==> src/hdl/spra_pkg.sv <==
// Shared types, operation codes and per-channel arithmetic for the saturating RGB pixel ALU.
package spra_pkg;

	localparam int unsigned CH_W       = 8;
	localparam int unsigned KIND_W     = 3;
	localparam int unsigned PIPE_DEPTH = 5;  // four divider stages plus the output register

	localparam logic [CH_W-1:0] CH_MAX = '1;
	localparam logic [CH_W-1:0] CH_MIN = '0;

	typedef logic [CH_W-1:0] chan_t;

	typedef enum logic [KIND_W-1:0] {
		OP_ADD = 3'd0,
		OP_SUB = 3'd1,
		OP_INV = 3'd2,
		OP_MUL = 3'd3,
		OP_DIV = 3'd4
	} op_t;

	// Load enables from the pipeline control to the lanes and the merge stage.
	typedef struct packed {
		logic ld_s1;
		logic ld_s2;
		logic ld_s3;
		logic ld_s4;
		logic ld_out;
	} pipe_ctl_t;

	// Partial state of a restoring divide.
	typedef struct packed {
		chan_t rem;
		chan_t num;
		chan_t den;
		chan_t quo;
	} div_t;

	// What one lane hands to the merge stage.
	typedef struct packed {
		chan_t value;
		logic  eq;
		logic  lt;
		logic  gt;
	} lane_res_t;

	// Everything but divide: add, subtract, invert, multiply; unused codes give zero.
	function automatic chan_t simple_op(input logic [KIND_W-1:0] kind, input chan_t a,
			input chan_t b);
		logic [CH_W:0]     sum;
		logic [2*CH_W-1:0] prod;
		chan_t             res;
		sum  = {1'b0, a} + {1'b0, b};
		prod = a * b;
		unique case (kind)
			OP_ADD:  res = sum[CH_W] ? CH_MAX : sum[CH_W-1:0];
			OP_SUB:  res = (a > b) ? chan_t'(a - b) : CH_MIN;
			OP_INV:  res = CH_MAX - a;
			OP_MUL:  res = (|prod[2*CH_W-1:CH_W]) ? CH_MAX : prod[CH_W-1:0];
			default: res = CH_MIN;
		endcase
		return res;
	endfunction

	// One quotient bit. A zero divisor sets every bit, so the quotient comes out all ones.
	function automatic div_t div_step(input div_t d);
		logic [CH_W:0] trial;
		logic          fits;
		div_t          r;
		trial   = {d.rem, d.num[CH_W-1]};
		fits    = trial >= {1'b0, d.den};
		r.den   = d.den;
		r.num   = {d.num[CH_W-2:0], 1'b0};
		r.quo   = {d.quo[CH_W-2:0], fits};
		r.rem   = fits ? chan_t'(trial - {1'b0, d.den}) : trial[CH_W-1:0];
		return r;
	endfunction

endpackage

==> src/hdl/spra_lane.sv <==
// One color channel: simple ops, compares and a four-stage restoring divider, two bits per stage.
module spra_lane (
	input  logic                        clk,
	input  spra_pkg::pipe_ctl_t         ctl,
	input  logic [spra_pkg::KIND_W-1:0] kind,
	input  spra_pkg::chan_t             a,
	input  spra_pkg::chan_t             b,
	output spra_pkg::lane_res_t         res
);

	typedef struct packed {
		spra_pkg::chan_t simple;
		logic            is_div;
		logic            eq;
		logic            lt;
		logic            gt;
		spra_pkg::div_t  div;
	} lane_stage_t;

	lane_stage_t     in_d;
	spra_pkg::div_t  div0;
	lane_stage_t     stage2_in, stage3_in, stage4_in;
	lane_stage_t     stage_s1, stage_s2, stage_s3, stage_s4;

	always_comb begin
		div0.rem    = '0;
		div0.num    = a;
		div0.den    = b;
		div0.quo    = '0;
		in_d.simple = spra_pkg::simple_op(kind, a, b);
		in_d.is_div = kind == spra_pkg::OP_DIV;
		in_d.eq     = a == b;
		in_d.lt     = a < b;
		in_d.gt     = a > b;
		in_d.div    = spra_pkg::div_step(spra_pkg::div_step(div0));
	end

	// each later stage resolves two more quotient bits and passes the rest along
	always_comb begin
		stage2_in     = stage_s1;
		stage2_in.div = spra_pkg::div_step(spra_pkg::div_step(stage_s1.div));
		stage3_in     = stage_s2;
		stage3_in.div = spra_pkg::div_step(spra_pkg::div_step(stage_s2.div));
		stage4_in     = stage_s3;
		stage4_in.div = spra_pkg::div_step(spra_pkg::div_step(stage_s3.div));
	end

	always_ff @(posedge clk) begin
		if (ctl.ld_s1) begin
			stage_s1 <= in_d;
		end
		if (ctl.ld_s2) begin
			stage_s2 <= stage2_in;
		end
		if (ctl.ld_s3) begin
			stage_s3 <= stage3_in;
		end
		if (ctl.ld_s4) begin
			stage_s4 <= stage4_in;
		end
	end

	assign res.value = stage_s4.is_div ? stage_s4.div.quo : stage_s4.simple;
	assign res.eq    = stage_s4.eq;
	assign res.lt    = stage_s4.lt;
	assign res.gt    = stage_s4.gt;

endmodule

==> src/hdl/spra_merge.sv <==
// Output register: joins the three lanes and reduces their compares to the pixel flags.
module spra_merge (
	input  logic                clk,
	input  logic                ld,
	input  spra_pkg::lane_res_t red,
	input  spra_pkg::lane_res_t green,
	input  spra_pkg::lane_res_t blue,
	output spra_pkg::chan_t     out_red,
	output spra_pkg::chan_t     out_green,
	output spra_pkg::chan_t     out_blue,
	output logic                all_equal,
	output logic                all_at_most,
	output logic                all_at_least,
	output logic                all_below,
	output logic                all_above
);

	always_ff @(posedge clk) begin
		if (ld) begin
			out_red      <= red.value;
			out_green    <= green.value;
			out_blue     <= blue.value;
			all_equal    <= red.eq & green.eq & blue.eq;
			all_at_most  <= ~red.gt & ~green.gt & ~blue.gt;
			all_at_least <= ~red.lt & ~green.lt & ~blue.lt;
			all_below    <= red.lt & green.lt & blue.lt;
			all_above    <= red.gt & green.gt & blue.gt;
		end
	end

endmodule

==> src/hdl/spra_ctrl.sv <==
// Pipeline control: stage valid bits and bubble-collapsing load enables.
module spra_ctrl (
	input  logic                clk,
	input  logic                arst_n,
	input  logic                in_valid,
	output logic                in_ready,
	output logic                out_valid,
	input  logic                out_ready,
	output spra_pkg::pipe_ctl_t ctl
);

	localparam int unsigned D = spra_pkg::PIPE_DEPTH;

	logic [D-1:0] vld_q;
	logic [D-1:0] rdy;

	// A stage may load when it is empty or its request moves on this cycle.
	always_comb begin
		rdy[D-1] = ~vld_q[D-1] | out_ready;
		for (int i = D - 2; i >= 0; i--) begin
			rdy[i] = ~vld_q[i] | rdy[i+1];
		end
	end

	always_ff @(posedge clk or negedge arst_n) begin
		if (!arst_n) begin
			vld_q <= '0;
		end else begin
			if (rdy[0]) begin
				vld_q[0] <= in_valid;
			end
			for (int i = 1; i < D; i++) begin
				if (rdy[i]) begin
					vld_q[i] <= vld_q[i-1];
				end
			end
		end
	end

	assign in_ready   = rdy[0];
	assign out_valid  = vld_q[D-1];
	assign ctl.ld_s1  = rdy[0];
	assign ctl.ld_s2  = rdy[1];
	assign ctl.ld_s3  = rdy[2];
	assign ctl.ld_s4  = rdy[3];
	assign ctl.ld_out = rdy[4];

	// Input is refused only when every stage is full.
	a_full_when_stalled: assert property (@(posedge clk) disable iff (!arst_n)
		!in_ready |-> &vld_q)
		else $error("input stalled with a bubble in the pipeline");

	a_accept_enters: assert property (@(posedge clk) disable iff (!arst_n)
		in_valid && in_ready |=> vld_q[0])
		else $error("accepted request did not enter the first stage");

	a_drain: assert property (@(posedge clk) disable iff (!arst_n)
		out_valid && out_ready && !vld_q[D-2] |=> !out_valid)
		else $error("output stayed valid after its request was taken");

	a_hold_stage: assert property (@(posedge clk) disable iff (!arst_n)
		vld_q[D-2] && !rdy[D-1] |=> vld_q[D-2] && out_valid)
		else $error("request lost while the output was stalled");

endmodule

==> src/hdl/saturating_rgb_pixel_alu_core.sv <==
// Top level of the saturating RGB pixel ALU: three channel lanes, pipeline control, merge.
//
//   channel  | handshake            | payload
//   ---------+----------------------+------------------------------------------------
//   input    | in_valid / in_ready  | kind, first_{red,green,blue}, second_{red,...}
//   output   | out_valid/ out_ready | out_{red,green,blue}, all_* compare flags
//
// One request per clock while out_ready is held high. A request passes through four divider
// stages, each resolving two quotient bits per lane, then the output register.
// Reset clears the stage valid bits only; data registers are not reset.
// Stages load whenever empty or draining, so bubbles close up under an output stall
// and input is refused only when all five stages hold requests.
module saturating_rgb_pixel_alu_core (
	input  logic                        clk,
	input  logic                        arst_n,
	input  logic                        in_valid,
	output logic                        in_ready,
	input  logic [spra_pkg::KIND_W-1:0] kind,
	input  spra_pkg::chan_t             first_red,
	input  spra_pkg::chan_t             first_green,
	input  spra_pkg::chan_t             first_blue,
	input  spra_pkg::chan_t             second_red,
	input  spra_pkg::chan_t             second_green,
	input  spra_pkg::chan_t             second_blue,
	output logic                        out_valid,
	input  logic                        out_ready,
	output spra_pkg::chan_t             out_red,
	output spra_pkg::chan_t             out_green,
	output spra_pkg::chan_t             out_blue,
	output logic                        all_equal,
	output logic                        all_at_most,
	output logic                        all_at_least,
	output logic                        all_below,
	output logic                        all_above
);

	spra_pkg::pipe_ctl_t ctl;
	spra_pkg::lane_res_t res_red, res_green, res_blue;

	spra_ctrl u_ctrl (
		.clk       (clk),
		.arst_n    (arst_n),
		.in_valid  (in_valid),
		.in_ready  (in_ready),
		.out_valid (out_valid),
		.out_ready (out_ready),
		.ctl       (ctl)
	);

	spra_lane u_lane_red (
		.clk  (clk),
		.ctl  (ctl),
		.kind (kind),
		.a    (first_red),
		.b    (second_red),
		.res  (res_red)
	);

	spra_lane u_lane_green (
		.clk  (clk),
		.ctl  (ctl),
		.kind (kind),
		.a    (first_green),
		.b    (second_green),
		.res  (res_green)
	);

	spra_lane u_lane_blue (
		.clk  (clk),
		.ctl  (ctl),
		.kind (kind),
		.a    (first_blue),
		.b    (second_blue),
		.res  (res_blue)
	);

	spra_merge u_merge (
		.clk          (clk),
		.ld           (ctl.ld_out),
		.red          (res_red),
		.green        (res_green),
		.blue         (res_blue),
		.out_red      (out_red),
		.out_green    (out_green),
		.out_blue     (out_blue),
		.all_equal    (all_equal),
		.all_at_most  (all_at_most),
		.all_at_least (all_at_least),
		.all_below    (all_below),
		.all_above    (all_above)
	);

endmodule

==> config.mk <==
export PLATFORM = sky130hd
export DESIGN_NAME = saturating_rgb_pixel_alu_core
export DESIGN_NICKNAME = d
export VERILOG_FILES = /design/src/hdl/spra_pkg.sv /design/src/hdl/spra_lane.sv /design/src/hdl/spra_merge.sv /design/src/hdl/spra_ctrl.sv /design/src/hdl/saturating_rgb_pixel_alu_core.sv
export SDC_FILE = /design/constraint.sdc
export NUM_CORES = 1
export LEC_CHECK = 0
export ABC_AREA = 0
export BUFFER_PORTS_ARGS = -buffer_cell sky130_fd_sc_hd__buf_2
export CAP_MARGIN = 20
export CORE_ASPECT_RATIO = 0.9
export CORE_MARGIN = 1.5
export CORE_UTILIZATION = 23
export DETAILED_ROUTE_END_ITERATION = 8
export GPL_TIMING_DRIVEN = 0
export HOLD_SLACK_MARGIN = 0.05
export SLEW_MARGIN = 40
export SYNTH_ARGS = -nofsm -noshare
export SYNTH_HDL_FRONTEND = slang
export SYNTH_SLANG_ARGS = --single-unit
==> constraint.sdc <==
create_clock -name clk -period 8.2 [get_ports clk]
set_input_delay 0.82 -clock clk [delete_from_list [all_inputs] [get_ports clk]]
set_output_delay 0.82 -clock clk [all_outputs]
set_load 0.02 [all_outputs]
==> summary.txt, run 1 <==
Outcome
  • Status: finished, final reports clean

Final layout
  • Fillers: about 14k
  • Share of cells above drive strength 1: 0.1012
  • Area grow syn2layout: 13.63%
  • Most common cell after layout, fill and taps aside: edfxtp_1
  • Commonest non-fill, non-tap cells in the layout: 405 x edfxtp_1, 352 x inv_1, 336 x ha_1
  • Layout Nets: around 3.4k
  • Finished Layout Cells: about 4.6k

Clock tree
  • Post-CTS Setup Repair Bufs: 0
  • Cells resized by post-CTS repair: 0
  • CTS Buf Count: 36
  • Hold_buf cts: 0
  • Clock root buffer master: clkbuf_16
  • H-tree levels: 2
  • CTS tree: done
  • Clock sink count: between 400 and 500
  • Clock Latency Late Sink: between 500 and 600 ps
  • Worst-path clk slew: 70 ps
  • Max Buffers Root-to-Sink: 3

Die
  • Die H: approximately 340 um
  • Core ar.: about 130000 sq um
  • Die Wd: ~380 um
  • Placement Rows: about 130
  • Initial Utilization: 0.2314
  • Die ar.: between 100000 and 150000 sq um
  • I/O pin total: 86

Drt
  • DRT Pass-1 Iters: 5
  • DRC: 0
  • Vias per Instance: ~4.3
  • Drt initial violations: between 1k and 1.5k
  • Final ANT Viol Nets: 0
  • Via count: around 20k
  • Detailed Route WL: slightly below 70000 um
  • WL/cell: between 10 and 15 um

Synthesis
  • Mapped cell area: between 20000 and 30000 sq um
  • Synth warn: 0
  • Syn Inst Count: around 2.7k
  • FF+latch count, synth: 410
  • Number of flops mapped to enable cells by yosys: 405
  • Netlist cell types: slightly above 80
  • Register area share after synthesis: 0.4119
  • Syn nets: between 3k and 4k
  • Top_reg_cell synth: edfxtp_1
  • Syn Area/Cell: around 11 sq um
  • Post-synth ARST share: 0.01220

STA
  • Final Critical Period: between 6000 and 7000 ps
  • RSZ-0062 raised after global routing: no
  • Tcrit/Tclk final: 0.7739
  • Slew margin rel.: 0.3947
  • Worst-Margin Slew: 904.6 ps
  • Setup TNS: 0 ps
  • Clock skew: 15.56 ps
  • Max Slew Vio Count: 0
  • Final setup violating endpoints: 0
  • Final Hold Viols: 0
  • Max Clock Freq: roughly 0.16 GHz

Global routing
  • First-pass GRT wire length: 107200 um
  • Gr ovfl total: 0
  • Vias in the first global route: ~20k
  • Initial antenna violation count: 18
  • Largest net degree at the start of global routing: 43
  • Total track usage: 0.1004

Run
  • MaxCap Viol Count: 0

Worst setup path
  • Crit path capture type: register
  • Crit Path Class: in -> reg
  • Worst Setup Start Kind: input pin
  • Crit path required time: 8440 ps
  • CP max FO: 8
  • CP arrival: about 6600 ps

Pwr
  • Leak: 14.45 nW
  • VDD IR-drop max: 147.0 uV
  • PwrDens: roughly 290 nW/um^2
  • Total Power: 9.910 mW

Placement
  • Gp weighted congestion: roughly 0.86
  • DP HPWL: 53800 um
  • Dpl cells: 4545
  • Count of input and output buffers: 84

Hold path
  • Worst min-delay path category: in -> async
[layout make-up]
type                       count  area, sq um  share of cell area
multi-input combinational   1919        16090              0.4747
sequential                   410        12290              0.3625
tap                         1714         2145             0.06327
inverter                     354         1329             0.03920
clock buffer                  43        948.4             0.02798
timing repair buffer         103        665.6             0.01964
clock inverter                20        256.5            0.007568
buffer                        45        170.2            0.005020
antenna                        2        5.005           0.0001477
[worst paths after layout]
| check | from | to | slack [ps] | cells after the start |
|---|---|---|---|---|
| max | second_green[2] | u_lane_green.stage2_in[37] | 1850 | 20 |
| min | arst_n | u_ctrl.vld_q[4] | 80 | 1 |
| max reg2reg | u_lane_red.stage2_in[9] | u_lane_red.stage_s2[27] | 2320 | 20 |
| min reg2reg | u_lane_green.stage3_in[2] | u_lane_green.stage4_in[4] | 410 | 0 |
| max in group asynchronous | arst_n | u_ctrl.vld_q[1] | 7980 | 1 |
| min in group clk | u_lane_green.stage3_in[2] | u_lane_green.stage4_in[4] | 410 | 0 |
[where the power goes]
group	internal (mW)	switching, mW	total (mW)
Clock	0.996	0.749	1.75
Combinational	2.25	2.67	4.91
Sequential	3.03	0.223	3.25
Total	6.27	3.64	9.91
[Yosys cell counts (all sizes together), types with 6 or more instances]
library cell    n  area share
a2111oi        10      0.0036
a21oi         145       0.024
xor2           41       0.012
or3            19      0.0040
o21ai         126       0.021
nand2         148       0.019
o21bai         14      0.0036
nor3           48      0.0081
nand2b         40      0.0084
o221ai          8      0.0023
xnor2          89       0.026
inv           354       0.045
clkbuf         43      0.0054
a21o           43       0.011
edfxtp        405        0.41
nor4           10      0.0025
nor2b          48       0.010
o31a           10      0.0029
ha            336        0.14
o41ai           7      0.0021
fa            132       0.089
nor2          215       0.027
nand3          23      0.0039
o31ai          10      0.0025
or2             8      0.0017
a31oi          10      0.0021
and2           58       0.012
mux2           93       0.035
a21boi         14      0.0036
o21a           22      0.0055
mux2i          22      0.0074
o211ai          8      0.0020
nor3b           6      0.0015
o22ai          15      0.0031
a211oi         13      0.0033
nand4          37      0.0078
and3           12      0.0027
[per-stage QoR]
step / cell area, sq um / utilization / worst slack [ps] / hold slack [ps]
final: 33890 / 0.2630 / 1854 / 82.86
after floorplan: 29830 / - / 716.9 / 400.3
after global placement: 32390 / 0.2514 / -2668 / 400.5
after global routing: 33890 / 0.2630 / 1600 / 65.90
after detailed placement: 32680 / 0.2536 / 1367 / 404.5
after CTS: 33880 / 0.2629 / 1900 / 61.41
[logic make-up (layout without fill, tap and decap cells)]
family	Yosys count	after routing	synth area share
simple gates	687	687	0.1129
buf+inv	399	565	0.05025
xor+xnor	130	130	0.03817
fa+ha+maj	468	468	0.2295
flops	410	410	0.4119
mux	115	115	0.04249
compound gates	519	519	0.1147
other cells	0	2	0
[per-layer routing]
layer | GRT usage | share of wire | vias to the layer above
li1 | - | - | 9988
met1 | 0.1313 | 0.46 | 9596
met2 | 0.1758 | 0.48 | 335
met3 | 0.01104 | 0.037 | 77
met4 | 0.02629 | 0.018 | 16
met5 | 0 | 0.0015 | -
[worst max-delay path: stages]
cell	delay, ps
buf_2	170
clkbuf_1	240
and2_1	220
fa_1	530
inv_1	50
fa_1	530
inv_1	50
fa_1	530
inv_1	60
fa_1	520
inv_1	40
ha_1	330
and3_4	180
a2111oi_4	380
o21bai_2	120
or4_1	510
o21ai_1	90
nor4b_4	550
a21oi_1	130
or4_1	500
[flip-flops by register name, indices dropped and copies added, names as in the netlist, 10 cells and up]
name	flops
u_lane_blue.stage4_in	26
u_lane_red.stage2_in	25
u_lane_red.stage4_in	25
u_lane_blue.stage_s1	10
u_lane_blue.stage3_in	26
u_lane_red.stage_s2	10
u_lane_blue.stage_s2	10
u_lane_green.stage3_in	25
u_lane_blue.stage_s3	10
u_lane_green.stage_s4	16
u_lane_red.stage_s1	10
u_lane_red.stage3_in	25
u_lane_blue.stage_s4	17
u_lane_green.stage2_in	25
u_lane_green.stage_s2	10
u_lane_green.stage4_in	25
u_lane_red.stage_s4	16
u_lane_green.stage_s3	10
u_lane_blue.stage2_in	26
u_lane_green.stage_s1	10
u_lane_red.stage_s3	10
(Power assumes the default switching activity.)
==> run 2, diff against run 1 <==
Settings changed: ABC_AREA 0 to 1.
Clock period 8.2 ns to 6 ns, I/O delays scaled along.
==> summary.txt, run 2 <==
Worst setup path
  • Critical R2R Launch: u_lane_red.stage3_in[9]
  • Worst path most repeated cell: nand2_1
  • Reg2reg setup slack: 2220 ps
  • CP max FO: 9
  • Crit path required time: approximately 6300 ps
  • CP arrival: 5590 ps
  • CP cell instances: buf_2 -> clkbuf_1 -> nand2_1 -> fa_1 -> fa_1 -> inv_1 -> fa_1 -> inv_1 -> fa_1 -> inv_1 -> ha_1 -> nand2_1 -> nand2_1 -> inv_1 -> nand2_1 -> nand2_1 -> nand3_1 -> nand2_1 -> nand2_1 -> nor2_1 -> nand3_1 -> o21ai_0 -> nand2_1
  • Crit Path Class: in -> reg
  • FF-to-FF End: u_lane_red.stage_s3[25]
  • Worst Setup Start Kind: input pin
  • Crit path capture type: register
  • Critical-path top delay cell: fa_1
  • R2R cell count: 21
  • Crit-path max cell delay: approximately 540 ps

Hold path
  • Worst Hold End: u_ctrl.vld_q[0]
  • Hold_sp: in_valid
  • Worst min-delay path category: in -> reg
  • Hold Crit Depth: 3

Synthesis
  • FF+latch count, synth: just over 400
  • Synth area leader: edfxtp_1
  • Most frequent cell after synthesis: nand2_1
  • Post-synth ARST share: 0.01220
  • Syn Area/Cell: 8.907 sq um
  • Top_reg_cell synth: edfxtp_1
  • Top cells by count, synth: 829 x nand2_1, 667 x inv_1, 405 x edfxtp_1
  • Register area share after synthesis: 0.3871
  • Mapped cell area: about 32000 sq um
  • Synth warn: 0
  • Syn Inst Count: approximately 3.6k
  • Number of flops mapped to enable cells by yosys: roughly 400
  • Area share of the largest cell type after synthesis: 0.3832
  • Syn nets: around 4.1k
  • Most area-consuming cells after synthesis: edfxtp_1 38%, ha_1 13%, nand2_1 9.8%
  • Netlist cell types: 60

STA
  • Max Slew Vio Count: 0
  • Clock skew: 29.20 ps
  • Max Clock Freq: about 0.19 GHz
  • Min Hold Slack: 217.3 ps
  • Slew margin rel.: 0.4542
  • RSZ-0062 raised after global routing: no
  • Final Critical Period: around 5300 ps
  • Worst-Margin Slew: 818.7 ps
  • Final setup violating endpoints: 0
  • Tcrit/Tclk final: 0.8833
  • Final Hold Viols: 0
  • Worst Setup Slack, final: ~700 ps

Clock tree
  • CTS tree: done
  • CTS Buf Count: 39
  • Worst-path clk slew: roughly 70 ps
  • Clock root buffer master: clkbuf_16
  • Max Buffers Root-to-Sink: 3
  • Clock sink count: slightly above 400
  • Post-CTS Setup Repair Bufs: 0
  • H-tree levels: 2
  • Clock Latency Late Sink: approximately 560 ps

Final layout
  • Area grow syn2layout: 13.35%
  • Fillers: between 10k and 15k
  • Share of cells above drive strength 1: 0.08745
  • Most common cell after layout, fill and taps aside: nand2_1
  • Layout Nets: roughly 4.2k
  • Commonest non-fill, non-tap cells in the layout: 828 x nand2_1, 663 x inv_1, 405 x edfxtp_1
  • Post-layout util: 0.2622

Pwr
  • PwrDens: approximately 410 nW/um^2
  • VDD IR-drop max: ~220 uV
  • Leak: around 17 nW
  • Total Power: about 15 mW

Drt
  • Via count: between 20k and 25k
  • DRT Pass-1 Iters: 5
  • Final ANT Viol Nets: 0
  • Detailed Route WL: between 70000 and 80000 um
  • Vias per Instance: 4.199
  • DRC: 0
  • WL/cell: ~14 um
  • Drt initial violations: 1461

Die
  • Die Wd: about 390 um
  • Core ar.: 137200 sq um
  • Placement Rows: 129
  • Die ar.: about 140000 sq um
  • Die H: between 300 and 400 um
  • Initial Utilization: 0.2313
  • I/O pin total: 86

Placement
  • DP HPWL: 62410 um
  • Count of input and output buffers: 85
  • Gp weighted congestion: 0.9000
  • Post-Place Worst Slack: 122.4 ps

Global routing
  • Most used routing layer: met2
  • GR Layer Usage met3: 0.01484
  • Gr ovfl total: 0
  • Met1 Track Usage GR: 0.1401
  • Largest net degree at the start of global routing: slightly below 70
  • Met2 Usage GRT: 0.1829
  • Vias in the first global route: between 20k and 25k
  • Total track usage: 0.1080
  • First-pass GRT wire length: about 120000 um
  • Initial antenna violation count: 18

Outcome
  • Status: finished, final reports clean

Run
  • MaxCap Viol Count: 0
==> run 2: cell types whose count changed after synthesis, sizes merged, moves of 30 or more <==
cell and change:
nand2 +718, inv +332, nand3 +168, mux2 -69
and2 -57, nor2b -48, xnor2 -46, xor2 +45
nand2b -40, a21oi +34, nor2 -34, a21o -30
buf +30
==> run 2: repair_timing <==
action	4_1_cts	5_1_grt
endpoints found under the setup margin	0	0
resized for setup	0	0
hold buffers	1	0
endpoints found under the hold margin	5	0
==> run 2: per-layer routing <==
layer	wire [um]	vias up	part of all wire
li1	-	11920	-
met1	34660	10920	0.45
met2	35570	407	0.47
met3	3378	112	0.044
met4	2521	16	0.033
met5	96	-	0.0013
==> run 2: stage by stage <==
stage / setup TNS (ps) / area, sq um / cells
floorplan: -72280 / 31750 / 3563
global placement: -735000 / 34470 / 5482
detailed placement: 0 / 34750 / 5493
CTS: 0 / 35960 / 5562
global route: 0 / 35970 / 5566
finish: 0 / 35970 / 5566
==> run 2: critical path, delay by kind of cell <==
kind | cells | cell delay (ps)
AOI/OAI and AO/OA | 1 | 310
buffers and inverters | 6 | 790
and+or+nand+nor | 11 | 1430
adders and majority gates | 5 | 2440
==> run 2: worst max path at each step <==
| stage | start | depth (start not counted) | to | slack, ps |
|---|---|---|---|---|
| floorplan | out_ready | 8 | u_lane_blue.stage3_in[10] | -470 |
| global placement | out_ready | 9 | u_lane_blue.stage3_in[13] | -3490 |
| detailed placement | first_red[1] | 23 | u_lane_red.stage2_in[37] | 120 |
| CTS | first_red[1] | 23 | u_lane_red.stage2_in[37] | 730 |
| global route | first_red[1] | 18 | u_lane_red.stage2_in[37] | 290 |
| finish | first_red[1] | 23 | u_lane_red.stage2_in[37] | 700 |
==> run 2: logic make-up (layout without fill, tap and decap cells) <==
kind of cell | Yosys count | count (layout) | share of synthesized area
simple gates | 1380 | 1380 | 0.1891
compound gates | 393 | 393 | 0.07128
fa+ha+maj | 468 | 468 | 0.2157
buf+inv | 759 | 924 | 0.09265
mux | 24 | 24 | 0.008516
xor+xnor | 129 | 129 | 0.03560
flops | 410 | 410 | 0.3871
other cells | 0 | 4 | 0
==> run 2: layout make-up <==
cell class | instances | area, sq um | share of cell area
diodes | 4 | 10.01 | 0.0002783
plain buffers | 73 | 362.8 | 0.01009
clock buffers | 42 | 987.2 | 0.02744
clock inverters | 26 | 220.2 | 0.006122
inverters | 686 | 2590 | 0.07200
multi-input cells | 2394 | 16540 | 0.4597
flip-flops and latches | 410 | 12290 | 0.3416
well taps | 1834 | 2295 | 0.06379
repair buffers | 97 | 685.7 | 0.01906
==> run 2: power breakdown <==
part	internal [mW]	switching, mW	total [mW]
Clock	1.26	1.09	2.35
Sequential	4.19	0.322	4.51
Combinational	3.03	4.96	7.99
